$ cat config.mk
export PLATFORM = sky130hd
export DESIGN_NAME = multi_queue_stable_priority_queue_top
export DESIGN_NICKNAME = d
export VERILOG_FILES = /design/src/mqspq_pkg.sv /design/src/mqspq_ram.sv /design/src/mqspq_len_tbl.sv /design/src/mqspq_ctrl.sv /design/src/multi_queue_stable_priority_queue_top.sv
export SDC_FILE = /design/constraint.sdc
export NUM_CORES = 2
export LEC_CHECK = 0
export ABC_AREA = 1
export BUFFER_PORTS_ARGS = -buffer_cell sky130_fd_sc_hd__clkbuf_2
export CORE_MARGIN = 2
export CORE_UTILIZATION = 66
export CTS_CLUSTER_SIZE = 16
export DETAILED_ROUTE_END_ITERATION = 7
export PLACE_DENSITY = 0.8
export SLEW_MARGIN = 15
export SYNTH_ARGS = -nofsm -noshare
export SYNTH_HDL_FRONTEND = slang
export SYNTH_HIERARCHICAL = 1
export SYNTH_SLANG_ARGS = --single-unit
$ cat constraint.sdc
create_clock -name clk -period 23.8 [get_ports clk]
set_input_delay 5.95 -clock clk [delete_from_list [all_inputs] [get_ports clk]]
set_output_delay 5.95 -clock clk [all_outputs]
set_load 0.005 [all_outputs]
$ cat src/mqspq_pkg.sv
package mqspq_pkg;

  localparam int TERMINALS   = 4;
  localparam int QUEUE_DEPTH = 16;
  localparam int NUM_QUEUES  = TERMINALS * 2;
  localparam int QW          = $clog2(NUM_QUEUES);
  localparam int IW          = $clog2(QUEUE_DEPTH);
  localparam int LW          = $clog2(QUEUE_DEPTH + 1);
  localparam int MEM_DEPTH   = NUM_QUEUES * QUEUE_DEPTH;
  localparam int AW          = $clog2(MEM_DEPTH);
  localparam int ID_W        = 8;
  localparam int PRIO_W      = 2;
  localparam int ENTRY_W     = ID_W + PRIO_W;
  localparam int COUNT_W     = 5;

  typedef enum logic [1:0] {
    FUNC_ENQ = 2'd0,
    FUNC_DEQ = 2'd1,
    FUNC_REM = 2'd2,
    FUNC_NOP = 2'd3
  } func_t;

  typedef enum logic [1:0] {
    ST_OK        = 2'd0,
    ST_EMPTY     = 2'd1,
    ST_NOT_FOUND = 2'd2,
    ST_FULL      = 2'd3
  } status_t;

  typedef enum logic [2:0] {
    S_IDLE,
    S_START,
    S_FWD,
    S_BWD,
    S_INS,
    S_OUT
  } state_t;

  typedef struct packed {
    logic [1:0]        func;
    logic [1:0]        terminal_index;
    logic              queue_select;
    logic [ID_W-1:0]   ship_id;
    logic [PRIO_W-1:0] priority_in;
  } in_item_t;

  typedef struct packed {
    logic [1:0]         status;
    logic [ID_W-1:0]    ship_out;
    logic [PRIO_W-1:0]  priority_out;
    logic [COUNT_W-1:0] queue_count;
  } out_item_t;

  typedef struct packed {
    logic          en;
    logic [QW-1:0] q;
    logic [LW-1:0] len;
  } len_wr_t;

  function automatic logic [AW-1:0] entry_addr(logic [QW-1:0] q, logic [IW-1:0] idx);
    return AW'(q) * AW'(QUEUE_DEPTH) + AW'(idx);
  endfunction

  function automatic logic [COUNT_W-1:0] to_count(logic [LW-1:0] len);
    return COUNT_W'(len);
  endfunction

endpackage

$ cat src/mqspq_ram.sv
module mqspq_ram #(
  parameter int WIDTH = 10,
  parameter int DEPTH = 128
) (
  input  logic                     clk,
  input  logic                     wr_en,
  input  logic [$clog2(DEPTH)-1:0] wr_addr,
  input  logic [WIDTH-1:0]         wr_data,
  input  logic [$clog2(DEPTH)-1:0] rd_addr,
  output logic [WIDTH-1:0]         rd_data
);

  logic [WIDTH-1:0] mem_r [DEPTH];
  logic [WIDTH-1:0] rd_data_r;

  always_ff @(posedge clk) begin
    if (wr_en) begin
      mem_r[wr_addr] <= wr_data;
    end
    rd_data_r <= mem_r[rd_addr];
  end

  assign rd_data = rd_data_r;

endmodule

$ cat src/mqspq_len_tbl.sv
module mqspq_len_tbl import mqspq_pkg::*; (
  input  logic          clk,
  input  logic          rst_n,
  input  logic [QW-1:0] rd_q,
  output logic [LW-1:0] rd_len,
  input  len_wr_t       len_wr
);

  logic [LW-1:0] lens_r [NUM_QUEUES];

  always_ff @(posedge clk) begin
    if (!rst_n) begin
      for (int i = 0; i < NUM_QUEUES; i++) begin
        lens_r[i] <= '0;
      end
    end else if (len_wr.en) begin
      lens_r[len_wr.q] <= len_wr.len;
    end
  end

  assign rd_len = lens_r[rd_q];

endmodule

$ cat src/mqspq_ctrl.sv
module mqspq_ctrl import mqspq_pkg::*; (
  input  logic               clk,
  input  logic               rst_n,
  input  logic               in_valid,
  output logic               in_ready,
  input  in_item_t           in_data,
  output logic               out_valid,
  input  logic               out_ready,
  output out_item_t          out_data,
  output logic               wr_en,
  output logic [AW-1:0]      wr_addr,
  output logic [ENTRY_W-1:0] wr_data,
  output logic [AW-1:0]      rd_addr,
  input  logic [ENTRY_W-1:0] rd_data,
  output logic [QW-1:0]      len_q,
  input  logic [LW-1:0]      len_rd,
  output len_wr_t            len_wr
);

  state_t             state_r, state_nxt;
  in_item_t           req_r, req_nxt;
  logic [IW-1:0]      idx_r, idx_nxt;
  logic               found_r, found_nxt;
  logic [ENTRY_W-1:0] hit_r, hit_nxt;
  out_item_t          res_r, res_nxt;
  logic               out_valid_r, out_valid_nxt;
  out_item_t          out_r;
  logic               out_load;

  logic [QW-1:0]      q_cur;
  logic               term_ok;
  logic [ENTRY_W-1:0] new_entry;
  logic [ENTRY_W-1:0] hit_val;
  logic               match;
  logic [IW-1:0]      rd_idx;
  logic [IW-1:0]      wr_idx;
  logic [LW-1:0]      len_inc;
  logic [LW-1:0]      len_dec;

  assign q_cur     = QW'({req_r.terminal_index, req_r.queue_select});
  assign term_ok   = 32'(req_r.terminal_index) < 32'(TERMINALS);
  assign new_entry = {req_r.ship_id, req_r.priority_in};
  assign len_q     = q_cur;
  assign len_inc   = LW'(len_rd + LW'(1));
  assign len_dec   = LW'(len_rd - LW'(1));
  assign match     = !found_r && (req_r.func == FUNC_DEQ ||
                                  rd_data[ENTRY_W-1:PRIO_W] == req_r.ship_id);
  assign hit_val   = found_r ? hit_r : rd_data;

  always_ff @(posedge clk) begin
    if (!rst_n) begin
      state_r     <= S_IDLE;
      found_r     <= 1'b0;
      out_valid_r <= 1'b0;
    end else begin
      state_r     <= state_nxt;
      found_r     <= found_nxt;
      out_valid_r <= out_valid_nxt;
    end
  end

  always_ff @(posedge clk) begin
    req_r <= req_nxt;
    idx_r <= idx_nxt;
    hit_r <= hit_nxt;
    res_r <= res_nxt;
    if (out_load) begin
      out_r <= res_r;
    end
  end

  always_comb begin
    state_nxt = state_r;
    req_nxt   = req_r;
    idx_nxt   = idx_r;
    found_nxt = found_r;
    hit_nxt   = hit_r;
    res_nxt   = res_r;
    rd_idx    = '0;
    wr_en     = 1'b0;
    wr_idx    = '0;
    wr_data   = new_entry;
    len_wr    = '{en: 1'b0, q: q_cur, len: len_rd};
    out_load  = 1'b0;
    case (state_r)
      S_IDLE: begin
        if (in_valid) begin
          req_nxt   = in_data;
          state_nxt = S_START;
        end
      end
      S_START: begin
        found_nxt = 1'b0;
        state_nxt = S_OUT;
        if (!term_ok) begin
          res_nxt = '{ST_NOT_FOUND, '0, '0, '0};
        end else begin
          case (req_r.func)
            FUNC_ENQ: begin
              if (len_rd >= LW'(QUEUE_DEPTH)) begin
                res_nxt = '{ST_FULL, '0, '0, to_count(len_rd)};
              end else if (len_rd == '0) begin
                wr_en   = 1'b1;
                len_wr  = '{en: 1'b1, q: q_cur, len: len_inc};
                res_nxt = '{ST_OK, '0, '0, to_count(len_inc)};
              end else begin
                rd_idx    = IW'(len_dec);
                idx_nxt   = IW'(len_dec);
                state_nxt = S_BWD;
              end
            end
            FUNC_DEQ, FUNC_REM: begin
              if (len_rd == '0) begin
                res_nxt = '{(req_r.func == FUNC_DEQ) ? ST_EMPTY : ST_NOT_FOUND,
                            '0, '0, '0};
              end else begin
                rd_idx    = '0;
                idx_nxt   = '0;
                state_nxt = S_FWD;
              end
            end
            default: begin
              res_nxt = '{ST_OK, '0, '0, to_count(len_rd)};
            end
          endcase
        end
      end
      S_BWD: begin
        wr_en  = 1'b1;
        wr_idx = IW'(idx_r + IW'(1));
        if (rd_data[PRIO_W-1:0] > req_r.priority_in) begin
          wr_data = rd_data;
          if (idx_r == '0) begin
            state_nxt = S_INS;
          end else begin
            rd_idx  = IW'(idx_r - IW'(1));
            idx_nxt = IW'(idx_r - IW'(1));
          end
        end else begin
          len_wr    = '{en: 1'b1, q: q_cur, len: len_inc};
          res_nxt   = '{ST_OK, '0, '0, to_count(len_inc)};
          state_nxt = S_OUT;
        end
      end
      S_INS: begin
        wr_en     = 1'b1;
        wr_idx    = '0;
        len_wr    = '{en: 1'b1, q: q_cur, len: len_inc};
        res_nxt   = '{ST_OK, '0, '0, to_count(len_inc)};
        state_nxt = S_OUT;
      end
      S_FWD: begin
        if (match) begin
          found_nxt = 1'b1;
          hit_nxt   = rd_data;
        end
        if (found_r) begin
          wr_en   = 1'b1;
          wr_idx  = IW'(idx_r - IW'(1));
          wr_data = rd_data;
        end
        if (LW'(idx_r) == len_dec) begin
          state_nxt = S_OUT;
          if (found_r || match) begin
            len_wr  = '{en: 1'b1, q: q_cur, len: len_dec};
            res_nxt = '{ST_OK, hit_val[ENTRY_W-1:PRIO_W], hit_val[PRIO_W-1:0],
                        to_count(len_dec)};
          end else begin
            res_nxt = '{ST_NOT_FOUND, '0, '0, to_count(len_rd)};
          end
        end else begin
          rd_idx  = IW'(idx_r + IW'(1));
          idx_nxt = IW'(idx_r + IW'(1));
        end
      end
      S_OUT: begin
        if (!out_valid_r || out_ready) begin
          out_load  = 1'b1;
          state_nxt = S_IDLE;
        end
      end
      default: begin
        state_nxt = S_IDLE;
      end
    endcase
  end

  always_comb begin
    out_valid_nxt = out_valid_r;
    if (out_load) begin
      out_valid_nxt = 1'b1;
    end else if (out_ready) begin
      out_valid_nxt = 1'b0;
    end
  end

  assign in_ready  = (state_r == S_IDLE);
  assign out_valid = out_valid_r;
  assign out_data  = out_r;
  assign wr_addr   = entry_addr(q_cur, wr_idx);
  assign rd_addr   = entry_addr(q_cur, rd_idx);

endmodule

$ cat src/multi_queue_stable_priority_queue_top.sv
// Enqueue moves each entry that sorts behind the new one up by one slot;
// dequeue and remove scan the whole queue, one entry memory read per cycle.
// A new item can be accepted in the cycle after the previous result enters the output register.
// Reset (synchronous, active low) empties all queues; entry memory is not cleared.
module multi_queue_stable_priority_queue_top import mqspq_pkg::*; (
  input  logic      clk,
  input  logic      rst_n,
  input  logic      in_valid,
  output logic      in_ready,
  input  in_item_t  in_data,
  output logic      out_valid,
  input  logic      out_ready,
  output out_item_t out_data
);

  logic               wr_en;
  logic [AW-1:0]      wr_addr;
  logic [ENTRY_W-1:0] wr_data;
  logic [AW-1:0]      rd_addr;
  logic [ENTRY_W-1:0] rd_data;
  logic [QW-1:0]      len_q;
  logic [LW-1:0]      len_rd;
  len_wr_t            len_wr;

  mqspq_ctrl u_ctrl (
    .clk       (clk),
    .rst_n     (rst_n),
    .in_valid  (in_valid),
    .in_ready  (in_ready),
    .in_data   (in_data),
    .out_valid (out_valid),
    .out_ready (out_ready),
    .out_data  (out_data),
    .wr_en     (wr_en),
    .wr_addr   (wr_addr),
    .wr_data   (wr_data),
    .rd_addr   (rd_addr),
    .rd_data   (rd_data),
    .len_q     (len_q),
    .len_rd    (len_rd),
    .len_wr    (len_wr)
  );

  mqspq_ram #(
    .WIDTH (ENTRY_W),
    .DEPTH (MEM_DEPTH)
  ) u_ram (
    .clk     (clk),
    .wr_en   (wr_en),
    .wr_addr (wr_addr),
    .wr_data (wr_data),
    .rd_addr (rd_addr),
    .rd_data (rd_data)
  );

  mqspq_len_tbl u_len_tbl (
    .clk    (clk),
    .rst_n  (rst_n),
    .rd_q   (len_q),
    .rd_len (len_rd),
    .len_wr (len_wr)
  );

  a_busy_after_accept: assert property (@(posedge clk) disable iff (!rst_n)
    in_valid && in_ready |=> !in_ready)
    else $error("block ready right after accepting an item");

  a_len_bound: assert property (@(posedge clk) disable iff (!rst_n)
    len_wr.en |-> len_wr.len <= LW'(QUEUE_DEPTH))
    else $error("queue length above depth");

  a_len_step: assert property (@(posedge clk) disable iff (!rst_n)
    len_wr.en |-> (len_wr.len == LW'(len_rd + LW'(1))) ||
                  (LW'(len_wr.len + LW'(1)) == len_rd))
    else $error("queue length changed by more than one");

  a_len_once: assert property (@(posedge clk) disable iff (!rst_n)
    len_wr.en |=> !len_wr.en)
    else $error("queue length updated twice for one item");

endmodule
==> impl_results.html <==
<table>
<tr><th>Metric</th><th>Value</th></tr>
<tr><th colspan="2">Placed design</th></tr>
<tr><td>Number of port buffers</td><td>37</td></tr>
<tr><td>DPL Wire Length</td><td>82.0 mm</td></tr>
<tr><td>Last weighted congestion value of the routability-driven placer</td><td>0.928</td></tr>
<tr><th colspan="2">Yosys</th></tr>
<tr><td>Synthesized area divided by synthesized cell count</td><td>11.4 sq um</td></tr>
<tr><td>Compound-Gate Fraction of Synth Area</td><td>0.00583</td></tr>
<tr><td>Most frequent cell after synthesis</td><td>nand2_1</td></tr>
<tr><td>Main combinational cell family by area after synthesis</td><td>simple AND/OR/NAND/NOR gates</td></tr>
<tr><td>Number of enable flip-flop cells after synthesis</td><td>1383</td></tr>
<tr><td>Dominant cells by area after synthesis</td><td>edfxtp_1 71%, nand2_1 11%, nand3_1 11%, buf_2 1.8%, nor2_1 1.3%</td></tr>
<tr><td>Total nets after synthesis</td><td>5144</td></tr>
<tr><td>Post-Synthesis Cell Area</td><td>58200 sq um</td></tr>
<tr><td>Cell count after synthesis</td><td>5111</td></tr>
<tr><td>Share of synthesized cell area in full adder, half adder and majority cells</td><td>0.00301</td></tr>
<tr><td>Area fraction in and, or, nand and nor cells after synthesis</td><td>0.234</td></tr>
<tr><td>Share of Yosys cell area claimed by the top area cell type</td><td>0.714</td></tr>
<tr><td>Count of unique library cells instantiated by Yosys</td><td>41</td></tr>
<tr><td>Synth warnings</td><td>6</td></tr>
<tr><td>Top cell type by total area after synthesis</td><td>edfxtp_1</td></tr>
<tr><td>XOR/XNOR share of the synthesized area</td><td>0.00120</td></tr>
<tr><td>Top post-synthesis cells by count</td><td>1707 x nand2_1, 1383 x edfxtp_1, 1226 x nand3_1</td></tr>
<tr><td>Top FF cell, synth</td><td>edfxtp_1</td></tr>
<tr><td>Share of the yosys chip area belonging to registers</td><td>0.719</td></tr>
<tr><td>Yosys reg bits</td><td>1398</td></tr>
<tr><td>Multiplexer fraction of the synthesized cell area</td><td>0.000258</td></tr>
<tr><td>Share of synthesized flip-flops with an asynchronous set or reset</td><td>0</td></tr>
<tr><th colspan="2">Cells and area</th></tr>
<tr><td>Signed area change from the synthesized netlist to the final layout</td><td>8.76%</td></tr>
<tr><td>Share of layout cells above drive strength 1</td><td>0.0636</td></tr>
<tr><td>Final nets</td><td>5067</td></tr>
<tr><td>Utilization of the core after routing</td><td>0.727</td></tr>
<tr><td>N_diodes</td><td>0</td></tr>
<tr><th colspan="2">Run</th></tr>
<tr><td>Max-cap violations</td><td>0</td></tr>
<tr><th colspan="2">Timing</th></tr>
<tr><td>Fin. Hold Viols</td><td>0</td></tr>
<tr><td>Slew headroom</td><td>0.174</td></tr>
<tr><td>Unrepaired setup endpoints after global routing</td><td>false</td></tr>
<tr><td>Slew at the pin with the worst max-slew slack</td><td>1.24 ns</td></tr>
<tr><td>Maximum clock frequency</td><td>130 MHz</td></tr>
<tr><td>Worst Skew</td><td>0.0322 ns</td></tr>
<tr><td>Shortest period the worst path allows</td><td>7.72 ns</td></tr>
<tr><td>Final Slew Violations</td><td>0</td></tr>
<tr><td>Post-route clock period utilization</td><td>0.324</td></tr>
<tr><td>Aggregate negative setup slack</td><td>0 ns</td></tr>
<tr><td>Count of final setup violators</td><td>0</td></tr>
<tr><th colspan="2">Drt</th></tr>
<tr><td>Detailed-route DRC error count</td><td>0</td></tr>
<tr><td>Vias/cell</td><td>6.30</td></tr>
<tr><td>DR iter-0 viols</td><td>5856</td></tr>
<tr><td>Avg WL per Cell</td><td>23.3 um</td></tr>
<tr><td>Number of optimization iterations in the first detailed-route pass</td><td>7</td></tr>
<tr><td>Via Count</td><td>39700</td></tr>
<tr><td>Antenna violation net count after detailed routing</td><td>0</td></tr>
<tr><td>Total wire length after detailed routing</td><td>147 mm</td></tr>
<tr><th colspan="2">Global route</th></tr>
<tr><td>Maximum number of pins on one net before global-route repair</td><td>208</td></tr>
<tr><td>Overall routing resource usage</td><td>0.325</td></tr>
<tr><td>Global-route wire length before repair</td><td>221 mm</td></tr>
<tr><td>GR Overflow Total</td><td>0</td></tr>
<tr><td>Via count of the first global-routing pass</td><td>37500</td></tr>
<tr><td>Initial antenna violation count</td><td>1</td></tr>
<tr><th colspan="2">Setup path</th></tr>
<tr><td>Arrival time at the worst endpoint</td><td>1.77 ns</td></tr>
<tr><td>Critical-path cell list</td><td>inv_2, nand2_2, nor2_1, clkbuf_2</td></tr>
<tr><td>Max Fanout on Critical Path</td><td>5</td></tr>
<tr><td>Setup slack, reg-to-reg</td><td>16.21 ns</td></tr>
<tr><td>Peak per-stage delay on the critical path</td><td>0.52 ns</td></tr>
<tr><td>Library cell contributing the largest single delay on the critical path</td><td>dfxtp_1</td></tr>
<tr><td>Startpoint type of the worst setup path</td><td>flop</td></tr>
<tr><td>Req. time, crit path</td><td>17.85 ns</td></tr>
<tr><td>Critical path class</td><td>flop to output pin</td></tr>
<tr><td>Critical Path Sink Type</td><td>output pin</td></tr>
<tr><th colspan="2">Pwr</th></tr>
<tr><td>VDD IR-drop max</td><td>0.106 mV</td></tr>
<tr><td>Static Leak</td><td>22.7 nW</td></tr>
<tr><td>Pwr dens</td><td>109 nW/um^2</td></tr>
<tr><th colspan="2">Floorplanning</th></tr>
<tr><td>Initial Utilization</td><td>0.669</td></tr>
<tr><td>Standard-cell rows</td><td>108</td></tr>
<tr><td>Area of the die</td><td>90600 sq um</td></tr>
<tr><td>Standard cell core area</td><td>87000 sq um</td></tr>
<tr><td>Number of ports placed on the die boundary</td><td>38</td></tr>
<tr><td>Chip width</td><td>301 um</td></tr>
<tr><td>Chip height</td><td>301 um</td></tr>
<tr><th colspan="2">Clock tree</th></tr>
<tr><td>Number of resized instances in the post-cts repair step</td><td>0</td></tr>
<tr><td>Bufs on Longest Clock Path</td><td>3</td></tr>
<tr><td>Clock-pin slew on the worst setup and hold paths</td><td>0.06 ns</td></tr>
<tr><td>Worst skew pair latency</td><td>0.76 ns</td></tr>
<tr><td>CTS tree</td><td>yes</td></tr>
<tr><td>Clock buffer count from CTS</td><td>139</td></tr>
<tr><td>Clock root buffer</td><td>clkbuf_16</td></tr>
<tr><td>Buffer count from post-CTS setup fixing</td><td>0</td></tr>
<tr><td>Number of sinks handled by clock tree synthesis</td><td>1398</td></tr>
<tr><td>CTS H-tree lvls</td><td>4</td></tr>
<tr><td>Count of hold-fix buffers inserted at cts</td><td>0</td></tr>
<tr><th colspan="2">Worst hold path</th></tr>
<tr><td>Hold/Removal Path Class</td><td>flop to flop</td></tr>
<tr><th colspan="2">Outcome</th></tr>
<tr><td>Outcome</td><td>finished, final reports clean</td></tr>
</table>
==> metal layers <==
metal  wire [um]  track usage  up-vias  share of wire
met5          52      0.00370        -        0.00035
met4        6290        0.142        2          0.043
met3       17900       0.0627      403           0.12
met2       69000        0.507     2740           0.47
met1       53800        0.452    18900           0.37
li1            -            -    17700              -
==> flip-flops by register name, summed over array words and instances, names as in the netlist <==
name	cells
u_ctrl/len_q	3
u_len_tbl/lens_r	40
u_ctrl/hit_r	10
u_ctrl/state_r	3
u_ram/rd_data	10
u_ctrl/found_r	1
u_ctrl/out_valid	1
u_ctrl/out_data	17
u_ctrl/res_r	17
u_ctrl/req_r	2
u_ctrl/new_entry	10
u_ram/mem_r	1280
u_ctrl/idx_r	4
==> final timing paths <==
kind,start,endpoint,depth (start not counted)
setup / recovery,u_ctrl/state_r[0],in_ready,4
setup reg to reg,u_ctrl/len_q[0],u_ram/rd_data[6],32
hold reg to reg,u_ctrl/res_r[2],u_ctrl/out_data[2],0
hold / removal,u_ctrl/res_r[2],u_ctrl/out_data[2],0
==> kinds of logic after synthesis <==
kind of cell / count (synthesis)
compound gates: 57
xor+xnor: 8
fa+ha+maj: 14
buf+inv: 452
flops: 1398
mux: 1
simple gates: 3181
==> area by class of cell <==
| type | instances | area [sq um] |
|---|---|---|
| inverter | 142 | 558 |
| fill | 5572 | 23700 |
| multi-input combinational | 3261 | 14400 |
| clock inverter | 64 | 589 |
| clock buffer | 188 | 3840 |
| timing repair buffer | 92 | 643 |
| sequential | 1398 | 41800 |
| tap | 1155 | 1450 |
==> placed cells by master, fill, tap and decap left out, drive strengths merged <==
cell type / netlist / layout
xnor2: 4 / 4
nor4b: 1 / 1
nor3b: 1 / 1
o22ai: 3 / 3
inv: 139 / 142
o211ai: 1 / 1
a22o: 3 / 3
dfxtp: 15 / 15
buf: 262 / 55
o21a: 1 / 1
edfxtp: 1383 / 1383
xor2: 4 / 4
ha: 14 / 14
o21ai: 25 / 25
nand3: 1226 / 1226
bufinv: 0 / 10
a22oi: 3 / 3
o31ai: 1 / 1
o221ai: 1 / 1
clkbuf: 48 / 225
nand2: 1712 / 1712
nand4: 14 / 14
nor3: 12 / 12
clkinv: 3 / 54
nor2: 215 / 215
mux2: 1 / 1
a21oi: 14 / 14
o21bai: 1 / 1
a211oi: 1 / 1
a221o: 3 / 3
==> critical path, delay by kind of cell (launching register included) <==
kind / cells / cell delay (ns)
AND/OR/NAND/NOR: 2 / 0.24
flip-flops: 1 / 0.52
buffers and inverters: 2 / 0.26
==> where the power goes <==
group / switching [mW] / internal (mW) / total, mW / leakage (nW)
sequential: 0.0551 / 2.95 / 3.01 / 12.6
combinational: 1.37 / 0.405 / 1.77 / 7.94
clock: 0.891 / 1.24 / 2.13 / 2.18
total: 2.31 / 4.60 / 6.91 / 22.7
==> through the flow <==
stage | hold slack, ns | setup slack, ns | instance area (sq um) | instances | power, mW
after floorplan | 0.400 | 16.29 | 58200 | 5111 | 4.20
after global placement | 0.401 | 16.39 | 58800 | 6047 | 4.72
after detailed placement | 0.410 | 16.32 | 58800 | 6047 | 4.76
after CTS | 0.424 | 16.07 | 63300 | 6299 | 6.87
after global routing | 0.428 | 15.60 | 63300 | 6300 | 7.16
final | 0.421 | 16.08 | 63300 | 6300 | 6.91
Note: power is estimated with default switching activity, not from simulation.
